$ cat src/rtl/cft_pkg.sv
// ----------------------------------------------------------------------------
// cft_pkg
// Shared types and character constants for the CSV field tokenizer.
// ----------------------------------------------------------------------------
package cft_pkg;

   // width of a code unit on the ports
   localparam int CHAR_W = 16;

   // delimiter characters
   localparam logic [CHAR_W-1:0] CH_COMMA = 16'h002C;
   localparam logic [CHAR_W-1:0] CH_LF    = 16'h000A;
   localparam logic [CHAR_W-1:0] CH_CR    = 16'h000D;
   localparam logic [CHAR_W-1:0] CH_QUOTE = 16'h0022;

   // event kinds of a result beat
   typedef enum logic [1:0] {
      EV_DATA   = 2'd0,
      EV_FIELD  = 2'd1,
      EV_RECORD = 2'd2,
      EV_ERROR  = 2'd3
   } ev_kind_type;

   // parser phase, one-hot
   typedef enum logic [5:0] {
      PH_RECORD   = 6'b000001,
      PH_FIELD    = 6'b000010,
      PH_UNQUOTED = 6'b000100,
      PH_QUOTED   = 6'b001000,
      PH_QSEEN    = 6'b010000,
      PH_ERROR    = 6'b100000
   } phase_type;

   // one result beat
   typedef struct packed {
      ev_kind_type       kind;
      logic [CHAR_W-1:0] ch;
      logic              quoted;
      logic              last;
   } rsp_item_type;

   // build a result beat, last flag cleared
   function automatic rsp_item_type make_res(ev_kind_type kind, logic [CHAR_W-1:0] ch,
                                             logic quoted);
      rsp_item_type r;
      r.kind   = kind;
      r.ch     = ch;
      r.quoted = quoted;
      r.last   = 1'b0;
      return r;
   endfunction

endpackage

$ cat src/rtl/csv_field_tokenizer_top.sv
// ----------------------------------------------------------------------------
// csv_field_tokenizer_top
// Streaming CSV tokenizer: one code unit in, field characters and field,
// record and error events out.
// ----------------------------------------------------------------------------
//  channel | direction | handshake          | payload
//  req     | in        | req_valid/req_stall | req_char_code, req_end_of_stream
//  rsp     | out       | rsp_valid/rsp_stall | rsp_event_kind, rsp_out_char,
//          |           |                     | rsp_was_quoted, rsp_last_of_run
//
//  one input beat per cycle while req_stall is low; an input beat producing two
//  results fills both entries of the two-slot buffer that the single rsp port drains
//  a req beat passes the input register, then the output buffer, before its rsp beats
//  reset (synchronous) returns the parser to record start and empties buffers
//  req_stall rises only while the input register holds a beat whose results
//  do not fit the output buffer; rsp_stall holds the head result in place
// ----------------------------------------------------------------------------
module csv_field_tokenizer_top
   import cft_pkg::*;
#(
   parameter int CHAR_BITS = 16
) (
   input  logic              clock,
   input  logic              reset,
   input  logic              req_valid,
   output logic              req_stall,
   input  logic [CHAR_W-1:0] req_char_code,
   input  logic              req_end_of_stream,
   output logic              rsp_valid,
   input  logic              rsp_stall,
   output logic [1:0]        rsp_event_kind,
   output logic [CHAR_W-1:0] rsp_out_char,
   output logic              rsp_was_quoted,
   output logic              rsp_last_of_run
);

   // bits of a code unit that the parser looks at
   localparam int USED_BITS = (CHAR_BITS < CHAR_W) ? CHAR_BITS : CHAR_W;

   // input register
   logic                 in_valid_ff, in_valid_in;
   logic [USED_BITS-1:0] in_char_ff;
   logic                 in_eos_ff;
   logic                 req_accept;
   logic                 process;

   // parser state
   phase_type            phase_ff, phase_in;
   logic                 hcr_ff, hcr_in;
   logic                 quoted_ff, quoted_in;

   // results of the beat in the input register
   rsp_item_type         res_v [2];
   logic [1:0]           res_cnt;
   logic                 take_char;
   logic [CHAR_W-1:0]    cur_char;

   // output buffer, slot0 is the head
   rsp_item_type         slot0_ff, slot0_in, slot1_ff, slot1_in;
   logic [1:0]           cnt_ff, cnt_in;
   logic [1:0]           rem_cnt;
   logic                 pop;
   logic [2:0]           fill_after;

   assign cur_char = CHAR_W'(in_char_ff);

   // handshakes
   assign pop        = (cnt_ff != 2'd0) && !rsp_stall;
   assign rem_cnt    = cnt_ff - {1'b0, pop};
   assign fill_after = {1'b0, rem_cnt} + {1'b0, res_cnt};
   assign process    = in_valid_ff && (fill_after <= 3'd2);
   assign req_stall  = in_valid_ff && !process;
   assign req_accept = req_valid && !req_stall;
   assign in_valid_in = req_accept || (in_valid_ff && !process);

   // parser: results and next state for the held beat
   always_comb begin
      phase_in  = phase_ff;
      hcr_in    = hcr_ff;
      quoted_in = quoted_ff;
      res_cnt   = 2'd0;
      res_v[0]  = make_res(EV_DATA, '0, 1'b0);
      res_v[1]  = make_res(EV_DATA, '0, 1'b0);
      take_char = 1'b0;

      priority if (phase_ff == PH_ERROR) begin
         take_char = 1'b0;
      end else if (in_eos_ff) begin
         // end of stream: close the open field, or report an error if it cannot be closed
         hcr_in = 1'b0;
         unique case (phase_ff)
            PH_QSEEN: begin
               if (hcr_ff) begin
                  res_v[res_cnt[0]] = make_res(EV_ERROR, '0, quoted_in);
                  res_cnt  = res_cnt + 2'd1;
                  phase_in = PH_ERROR;
               end else begin
                  res_v[res_cnt[0]] = make_res(EV_RECORD, '0, quoted_in);
                  res_cnt   = res_cnt + 2'd1;
                  quoted_in = 1'b0;
                  phase_in  = PH_RECORD;
               end
            end
            PH_QUOTED: begin
               if (hcr_ff) begin
                  res_v[res_cnt[0]] = make_res(EV_DATA, CH_CR, quoted_in);
                  res_cnt = res_cnt + 2'd1;
               end
               res_v[res_cnt[0]] = make_res(EV_ERROR, '0, quoted_in);
               res_cnt  = res_cnt + 2'd1;
               phase_in = PH_ERROR;
            end
            PH_UNQUOTED, PH_FIELD: begin
               if (hcr_ff) begin
                  res_v[res_cnt[0]] = make_res(EV_DATA, CH_CR, quoted_in);
                  res_cnt = res_cnt + 2'd1;
               end
               res_v[res_cnt[0]] = make_res(EV_RECORD, '0, quoted_in);
               res_cnt   = res_cnt + 2'd1;
               quoted_in = 1'b0;
               phase_in  = PH_RECORD;
            end
            default: begin
               phase_in = phase_ff;
            end
         endcase
         if (phase_in != PH_ERROR) begin
            phase_in  = PH_RECORD;
            quoted_in = 1'b0;
         end
      end else if (hcr_ff) begin
         // a held CR meets the next character
         hcr_in = 1'b0;
         priority if (phase_ff == PH_QSEEN) begin
            if (cur_char == CHAR_W'(CH_LF[USED_BITS-1:0])) begin
               res_v[res_cnt[0]] = make_res(EV_RECORD, '0, quoted_in);
               res_cnt   = res_cnt + 2'd1;
               quoted_in = 1'b0;
               phase_in  = PH_RECORD;
            end else begin
               res_v[res_cnt[0]] = make_res(EV_ERROR, '0, quoted_in);
               res_cnt  = res_cnt + 2'd1;
               phase_in = PH_ERROR;
            end
         end else if (cur_char == CHAR_W'(CH_LF[USED_BITS-1:0])) begin
            if (phase_ff == PH_QUOTED) begin
               res_v[res_cnt[0]] = make_res(EV_DATA, CH_LF, quoted_in);
               res_cnt = res_cnt + 2'd1;
            end else begin
               res_v[res_cnt[0]] = make_res(EV_RECORD, '0, quoted_in);
               res_cnt   = res_cnt + 2'd1;
               quoted_in = 1'b0;
               phase_in  = PH_RECORD;
            end
         end else begin
            // lone CR is data, then the character goes through as usual
            res_v[res_cnt[0]] = make_res(EV_DATA, CH_CR, quoted_in);
            res_cnt   = res_cnt + 2'd1;
            take_char = 1'b1;
         end
      end else begin
         take_char = 1'b1;
      end

      // ordinary character handling
      if (take_char) begin
         unique case (phase_ff)
            PH_RECORD, PH_FIELD: begin
               quoted_in = 1'b0;
               priority if (cur_char == CHAR_W'(CH_COMMA[USED_BITS-1:0])) begin
                  res_v[res_cnt[0]] = make_res(EV_FIELD, '0, quoted_in);
                  res_cnt  = res_cnt + 2'd1;
                  phase_in = PH_FIELD;
               end else if (cur_char == CHAR_W'(CH_LF[USED_BITS-1:0])) begin
                  res_v[res_cnt[0]] = make_res(EV_RECORD, '0, quoted_in);
                  res_cnt  = res_cnt + 2'd1;
                  phase_in = PH_RECORD;
               end else if (cur_char == CHAR_W'(CH_QUOTE[USED_BITS-1:0])) begin
                  quoted_in = 1'b1;
                  phase_in  = PH_QUOTED;
               end else if (cur_char == CHAR_W'(CH_CR[USED_BITS-1:0])) begin
                  hcr_in   = 1'b1;
                  phase_in = PH_UNQUOTED;
               end else begin
                  res_v[res_cnt[0]] = make_res(EV_DATA, cur_char, quoted_in);
                  res_cnt  = res_cnt + 2'd1;
                  phase_in = PH_UNQUOTED;
               end
            end
            PH_UNQUOTED: begin
               priority if (cur_char == CHAR_W'(CH_COMMA[USED_BITS-1:0])) begin
                  res_v[res_cnt[0]] = make_res(EV_FIELD, '0, quoted_in);
                  res_cnt   = res_cnt + 2'd1;
                  quoted_in = 1'b0;
                  phase_in  = PH_FIELD;
               end else if (cur_char == CHAR_W'(CH_LF[USED_BITS-1:0])) begin
                  res_v[res_cnt[0]] = make_res(EV_RECORD, '0, quoted_in);
                  res_cnt   = res_cnt + 2'd1;
                  quoted_in = 1'b0;
                  phase_in  = PH_RECORD;
               end else if (cur_char == CHAR_W'(CH_QUOTE[USED_BITS-1:0])) begin
                  res_v[res_cnt[0]] = make_res(EV_ERROR, '0, quoted_in);
                  res_cnt  = res_cnt + 2'd1;
                  phase_in = PH_ERROR;
                  hcr_in   = 1'b0;
               end else if (cur_char == CHAR_W'(CH_CR[USED_BITS-1:0])) begin
                  hcr_in = 1'b1;
               end else begin
                  res_v[res_cnt[0]] = make_res(EV_DATA, cur_char, quoted_in);
                  res_cnt = res_cnt + 2'd1;
               end
            end
            PH_QUOTED: begin
               priority if (cur_char == CHAR_W'(CH_QUOTE[USED_BITS-1:0])) begin
                  phase_in = PH_QSEEN;
               end else if (cur_char == CHAR_W'(CH_CR[USED_BITS-1:0])) begin
                  hcr_in = 1'b1;
               end else begin
                  res_v[res_cnt[0]] = make_res(EV_DATA, cur_char, quoted_in);
                  res_cnt = res_cnt + 2'd1;
               end
            end
            PH_QSEEN: begin
               priority if (cur_char == CHAR_W'(CH_QUOTE[USED_BITS-1:0])) begin
                  // doubled quote yields one quote
                  res_v[res_cnt[0]] = make_res(EV_DATA, cur_char, quoted_in);
                  res_cnt  = res_cnt + 2'd1;
                  phase_in = PH_QUOTED;
               end else if (cur_char == CHAR_W'(CH_COMMA[USED_BITS-1:0])) begin
                  res_v[res_cnt[0]] = make_res(EV_FIELD, '0, quoted_in);
                  res_cnt   = res_cnt + 2'd1;
                  quoted_in = 1'b0;
                  phase_in  = PH_FIELD;
               end else if (cur_char == CHAR_W'(CH_LF[USED_BITS-1:0])) begin
                  res_v[res_cnt[0]] = make_res(EV_RECORD, '0, quoted_in);
                  res_cnt   = res_cnt + 2'd1;
                  quoted_in = 1'b0;
                  phase_in  = PH_RECORD;
               end else if (cur_char == CHAR_W'(CH_CR[USED_BITS-1:0])) begin
                  hcr_in = 1'b1;
               end else begin
                  res_v[res_cnt[0]] = make_res(EV_ERROR, '0, quoted_in);
                  res_cnt  = res_cnt + 2'd1;
                  phase_in = PH_ERROR;
                  hcr_in   = 1'b0;
               end
            end
            default: begin
               phase_in = phase_ff;
            end
         endcase
      end

      // mark the final result of the beat
      if (res_cnt != 2'd0) begin
         res_v[~res_cnt[0]].last = 1'b1;
      end
   end

   // output buffer update: drop the head on pop, then append new results
   always_comb begin
      if (rem_cnt != 2'd0) begin
         slot0_in = pop ? slot1_ff : slot0_ff;
      end else begin
         slot0_in = res_v[0];
      end
      unique case (rem_cnt)
         2'd2:    slot1_in = slot1_ff;
         2'd1:    slot1_in = res_v[0];
         default: slot1_in = res_v[1];
      endcase
      cnt_in = process ? fill_after[1:0] : rem_cnt;
   end

   // control registers
   always_ff @(posedge clock) begin
      if (reset) begin
         in_valid_ff <= 1'b0;
         phase_ff    <= PH_RECORD;
         hcr_ff      <= 1'b0;
         quoted_ff   <= 1'b0;
         cnt_ff      <= 2'd0;
      end else begin
         in_valid_ff <= in_valid_in;
         cnt_ff      <= cnt_in;
         if (process) begin
            phase_ff  <= phase_in;
            hcr_ff    <= hcr_in;
            quoted_ff <= quoted_in;
         end
      end
   end

   // payload registers
   always_ff @(posedge clock) begin
      if (req_accept) begin
         in_char_ff <= req_char_code[USED_BITS-1:0];
         in_eos_ff  <= req_end_of_stream;
      end
      slot0_ff <= slot0_in;
      slot1_ff <= slot1_in;
   end

   // result port
   assign rsp_valid       = (cnt_ff != 2'd0);
   assign rsp_event_kind  = slot0_ff.kind;
   assign rsp_out_char    = slot0_ff.ch;
   assign rsp_was_quoted  = slot0_ff.quoted;
   assign rsp_last_of_run = slot0_ff.last;

`ifndef SYNTHESIS
   // buffer never holds more than two results
   a_cnt_bound: assert property (@(posedge clock) disable iff (reset)
      cnt_ff <= 2'd2)
      else $error("output buffer overfilled");

   // phase stays one-hot
   a_phase_onehot: assert property (@(posedge clock) disable iff (reset)
      $onehot(phase_ff))
      else $error("parser phase not one-hot");

   // a held CR only exists inside a field
   a_hcr_phase: assert property (@(posedge clock) disable iff (reset)
      hcr_ff |-> (phase_ff == PH_UNQUOTED || phase_ff == PH_QUOTED ||
                  phase_ff == PH_QSEEN))
      else $error("carriage return held outside a field");

   // quoted flag only inside a quoted field or after an error
   a_quoted_phase: assert property (@(posedge clock) disable iff (reset)
      quoted_ff |-> (phase_ff == PH_QUOTED || phase_ff == PH_QSEEN ||
                     phase_ff == PH_ERROR))
      else $error("quoted flag outside a quoted field");

   // once in error no further beat adds results
   a_error_silent: assert property (@(posedge clock) disable iff (reset)
      (phase_ff == PH_ERROR && !pop) |=> (cnt_ff == $past(cnt_ff)))
      else $error("result produced after error");
`endif

endmodule
$ cat config.mk
export PLATFORM = sky130hd
export DESIGN_NAME = csv_field_tokenizer_top
export DESIGN_NICKNAME = d
export VERILOG_FILES = /design/src/rtl/cft_pkg.sv /design/src/rtl/csv_field_tokenizer_top.sv
export SDC_FILE = /design/constraint.sdc
export NUM_CORES = 1
export LEC_CHECK = 0
export BUFFER_PORTS_ARGS = -buffer_cell sky130_fd_sc_hd__buf_2
export CORE_ASPECT_RATIO = 1.4
export CORE_MARGIN = 2
export CORE_UTILIZATION = 60
export DETAILED_ROUTE_END_ITERATION = 8
export PLACE_DENSITY = 0.79
export RECOVER_POWER = 25
export SYNTH_ARGS = -nofsm -noshare
export SYNTH_HDL_FRONTEND = slang
export SYNTH_SLANG_ARGS = --single-unit
$ cat constraint.sdc
create_clock -name clock -period 7.55 [get_ports clock]
set_input_delay 0.3775 -clock clock [delete_from_list [all_inputs] [get_ports clock]]
set_output_delay 0.3775 -clock clock [all_outputs]
set_load 0.005 [all_outputs]
==> results_dict.tcl <==
set metrics [dict create \
    status "finished clean" \
    start_util_pct 62.59 \
    combPwrFrac_pct 35.6 \
    p_sw_mw 0.5882 \
    utilization_pct 69.85 \
    cp_max_fo 10 \
    detail-route-antenna-nets 0 \
    synth.area.top_cells "edfxtp_1 41%, dfxtp_1 5.3%, o21ai_0 5.0%" \
    irDropWorstVdd_uv 285.0 \
    yosysSeqAreaShare_pct 46.37 \
    r2r_setup_slack_ns 3.05 \
    synth_top_cell_area_share_pct 41.08 \
    die_h_um 102.6 \
    via_count 3753 \
    syn-cell-area_sq_um 4166 \
    hold_viol 0 \
    final.period_utilization_pct 61.39 \
    cp_data_required_time_ns 7.17 \
    critPathArrivalTime_ns 4.26 \
    placed_area_sq_um 4403 \
    yosys_warnings 0 \
    insertion_delay_ns 0.35 \
    cts_max_level 3 \
    cts_made_buffers 9 \
    r2r-end "phase_ff[0]$_SDFFE_PP1P_" \
    syn_inst 437 \
    gp_congestion 1.027 \
    overflow 0 \
    hold_buffers 0 \
    worstHoldEndpoint "in_eos_ff$_DFFE_PP_" \
    grt.busiest_layer "met2" \
    skew_ns 0.01121 \
    numClockSinks 68 \
    finalSetupViolCount 0 \
    dr.pass1.iters 5 \
    r2r-start "cur_char[4]$_DFFE_PP_" \
    syn2layout_area_growth_pct 11.59 \
    io_pins 43 \
    min_period_ns 4.635 \
    ys_ff_latch 68 \
    cts-resized-gates 0 \
    cts.path.max_buffers 2 \
    crit_start "cur_char[4]$_DFFE_PP_" \
    gr-usage-all-layers_pct 32.23 \
    drv_cap 0 \
    power_density_nw_per_um2 346.8 \
    synth_top_cell_by_area "edfxtp_1" \
    fin_ws_ns 2.915 \
    r2r_cells 16 \
    routed_wl_um 11700 \
    fin_area_sq_um 4649 \
    path_class "reg2out" \
    row_count 35 \
    grt_pass1_wl_um 18180 \
    async_flop_share_pct 0 \
    cp-end-kind "output port" \
    syn-num-nets 461 \
    grt_max_degree 29 \
    core_sq_um 6656 \
    clkTransAtPathRegs_ns 0.07 \
    fin_setup_tns_ns 0 \
    synth_area_per_cell_sq_um 9.534 \
    wire_per_inst_um 20.68 \
    clockPowerShare_pct 24.4 \
    synth.most_common_cell "edfxtp_1" \
    cts_tree "built" \
    io_buffer_count 42 \
    hp-class "in2reg" \
    power.total_mw 1.612 \
    hold-path-cell-count 1 \
    leakagePower_nw 1.661 \
    fp.dieArea_sq_um 7637 \
    use_met3_pct 5.474 \
    ys_top_cells_by_count "57 x edfxtp_1, 47 x nand2_1, 42 x o21ai_0" \
    grt_setup_unrepaired "no" \
    maxSlewHeadroom_pct 31.76 \
    antenna_found_initial 0 \
    fin_nets 494 \
    num-fill-cells 550 \
    drive_gt1_share_pct 15.40 \
    gr-usage-met1_pct 36.16 \
    drc 0 \
    dp_hpwl_um 8578 \
    tightestPinTransition_ns 1.024 \
    drt_iter0_markers 264 \
    met2_usage_pct 55.14 \
    avgViaCountPerCell 6.631 \
    cts_root_buf "clkbuf_8" \
    fp.dieW_um 74.43 \
    synth_edf_count 57 \
    ys.flop_type "edfxtp_1" \
    max_freq_mhz 215.8 \
    p_int_mw 1.024 \
    synth_cell_types 70 \
    p_seq_share_pct 40.0 \
    hp-start "req_end_of_stream" \
    slew_violations 0 \
    grt_pass1_vias 3621 \
    swShare_pct 36.48 \
    post_cts_buffers 0 \
    pre_cts_slack_ns 3.170 \
    antenna-diode-count 0 \
    cp-start-kind "register" \
]
==> placed cells by master, fill, tap and decap left out, drive strengths merged, types with 8 or more instances in the layout <==
master and n:
edfxtp 57, o21ai 48, nand2 47, buf 36, nor2 35, a21oi 26, clkbuf 21, nor3 17
nor2b 15, inv 14, nand3 12, dfxtp 11, o211ai 10, nor4 10, a211oi 9, a22oi 9
and3 8
==> state kept, by name, indices dropped and copies added (netlist names), 2 cells and up <==
signal / cells
cnt_ff: 2
cur_char: 16
phase_ff: 6
rsp_event_kind: 2
rsp_out_char: 16
slot1_ff: 20
==> worst max path at each step <==
| stage | endpoint | slack (ns) |
|---|---|---|
| after floorplan | cur_char[0]$_DFFE_PP_ | 3.16 |
| after global placement | phase_ff[3]$_SDFFE_PP0P_ | 3.18 |
| after detailed placement | phase_ff[0]$_SDFFE_PP1P_ | 3.17 |
| after CTS | req_stall | 2.95 |
| after global routing | req_stall | 2.59 |
| final | req_stall | 2.92 |
==> final cells by class <==
cell class / count / area, sq um / area share, %
clock buffers: 9 / 123.9 / 2.664
clock inverters: 6 / 137.6 / 2.960
inverters: 14 / 52.55 / 1.130
multi-input cells: 329 / 2048 / 44.05
flip-flops and latches: 68 / 1932 / 41.55
well taps: 92 / 115.1 / 2.476
repair buffers: 48 / 240.2 / 5.167
==> routing by layer <==
layer	vias to the layer above	part of all wire, %
li1	1732	-
met3	55	5.5
met5	-	0
met4	0	6.6
met2	193	50
met1	1773	37
==> power groups by stage <==
stage	Combinational, mW	Clock [mW]	Sequential [mW]
2_1_floorplan	0.400	0	0.647
3_3_place_gp	0.567	0	0.645
3_5_place_dp	0.578	0	0.652
4_1_cts	0.580	0.396	0.645
5_1_grt	0.647	0.409	0.659
6_report	0.573	0.394	0.645
==> worst max-delay path, stage by stage, from the launching register on <==
cell      delay [ns]
edfxtp_1        0.49
or4b_1          0.76
or3_1           0.46
o211ai_2        0.38
nor2_1          0.20
o311ai_0        0.15
o22ai_1         0.19
inv_1           0.09
ha_1            0.13
inv_1           0.05
fa_1            0.47
o21ai_0         0.22
and2_1          0.19
buf_2           0.12
==> cells by family (layout without fill, tap and decap cells) <==
| logic type | Yosys count | after routing | synth area share (%) |
|---|---|---|---|
| buf+inv | 40 | 77 | 4.474 |
| xor+xnor | 5 | 5 | 1.051 |
| mux | 2 | 2 | 0.4805 |
| fa+ha+maj | 3 | 3 | 1.081 |
| flops | 68 | 68 | 46.37 |
| simple gates | 178 | 178 | 23.36 |
| compound gates | 141 | 141 | 23.18 |
==> per-stage QoR <==
stage	hold slack, ns	std cells
2_1_floorplan	0.4496	437
6_report	0.1995	566
4_1_cts	0.1972	566
3_5_place_dp	0.4815	551
3_3_place_gp	0.4853	551
5_1_grt	0.1969	566
Note: power is estimated with default switching activity, not from simulation.
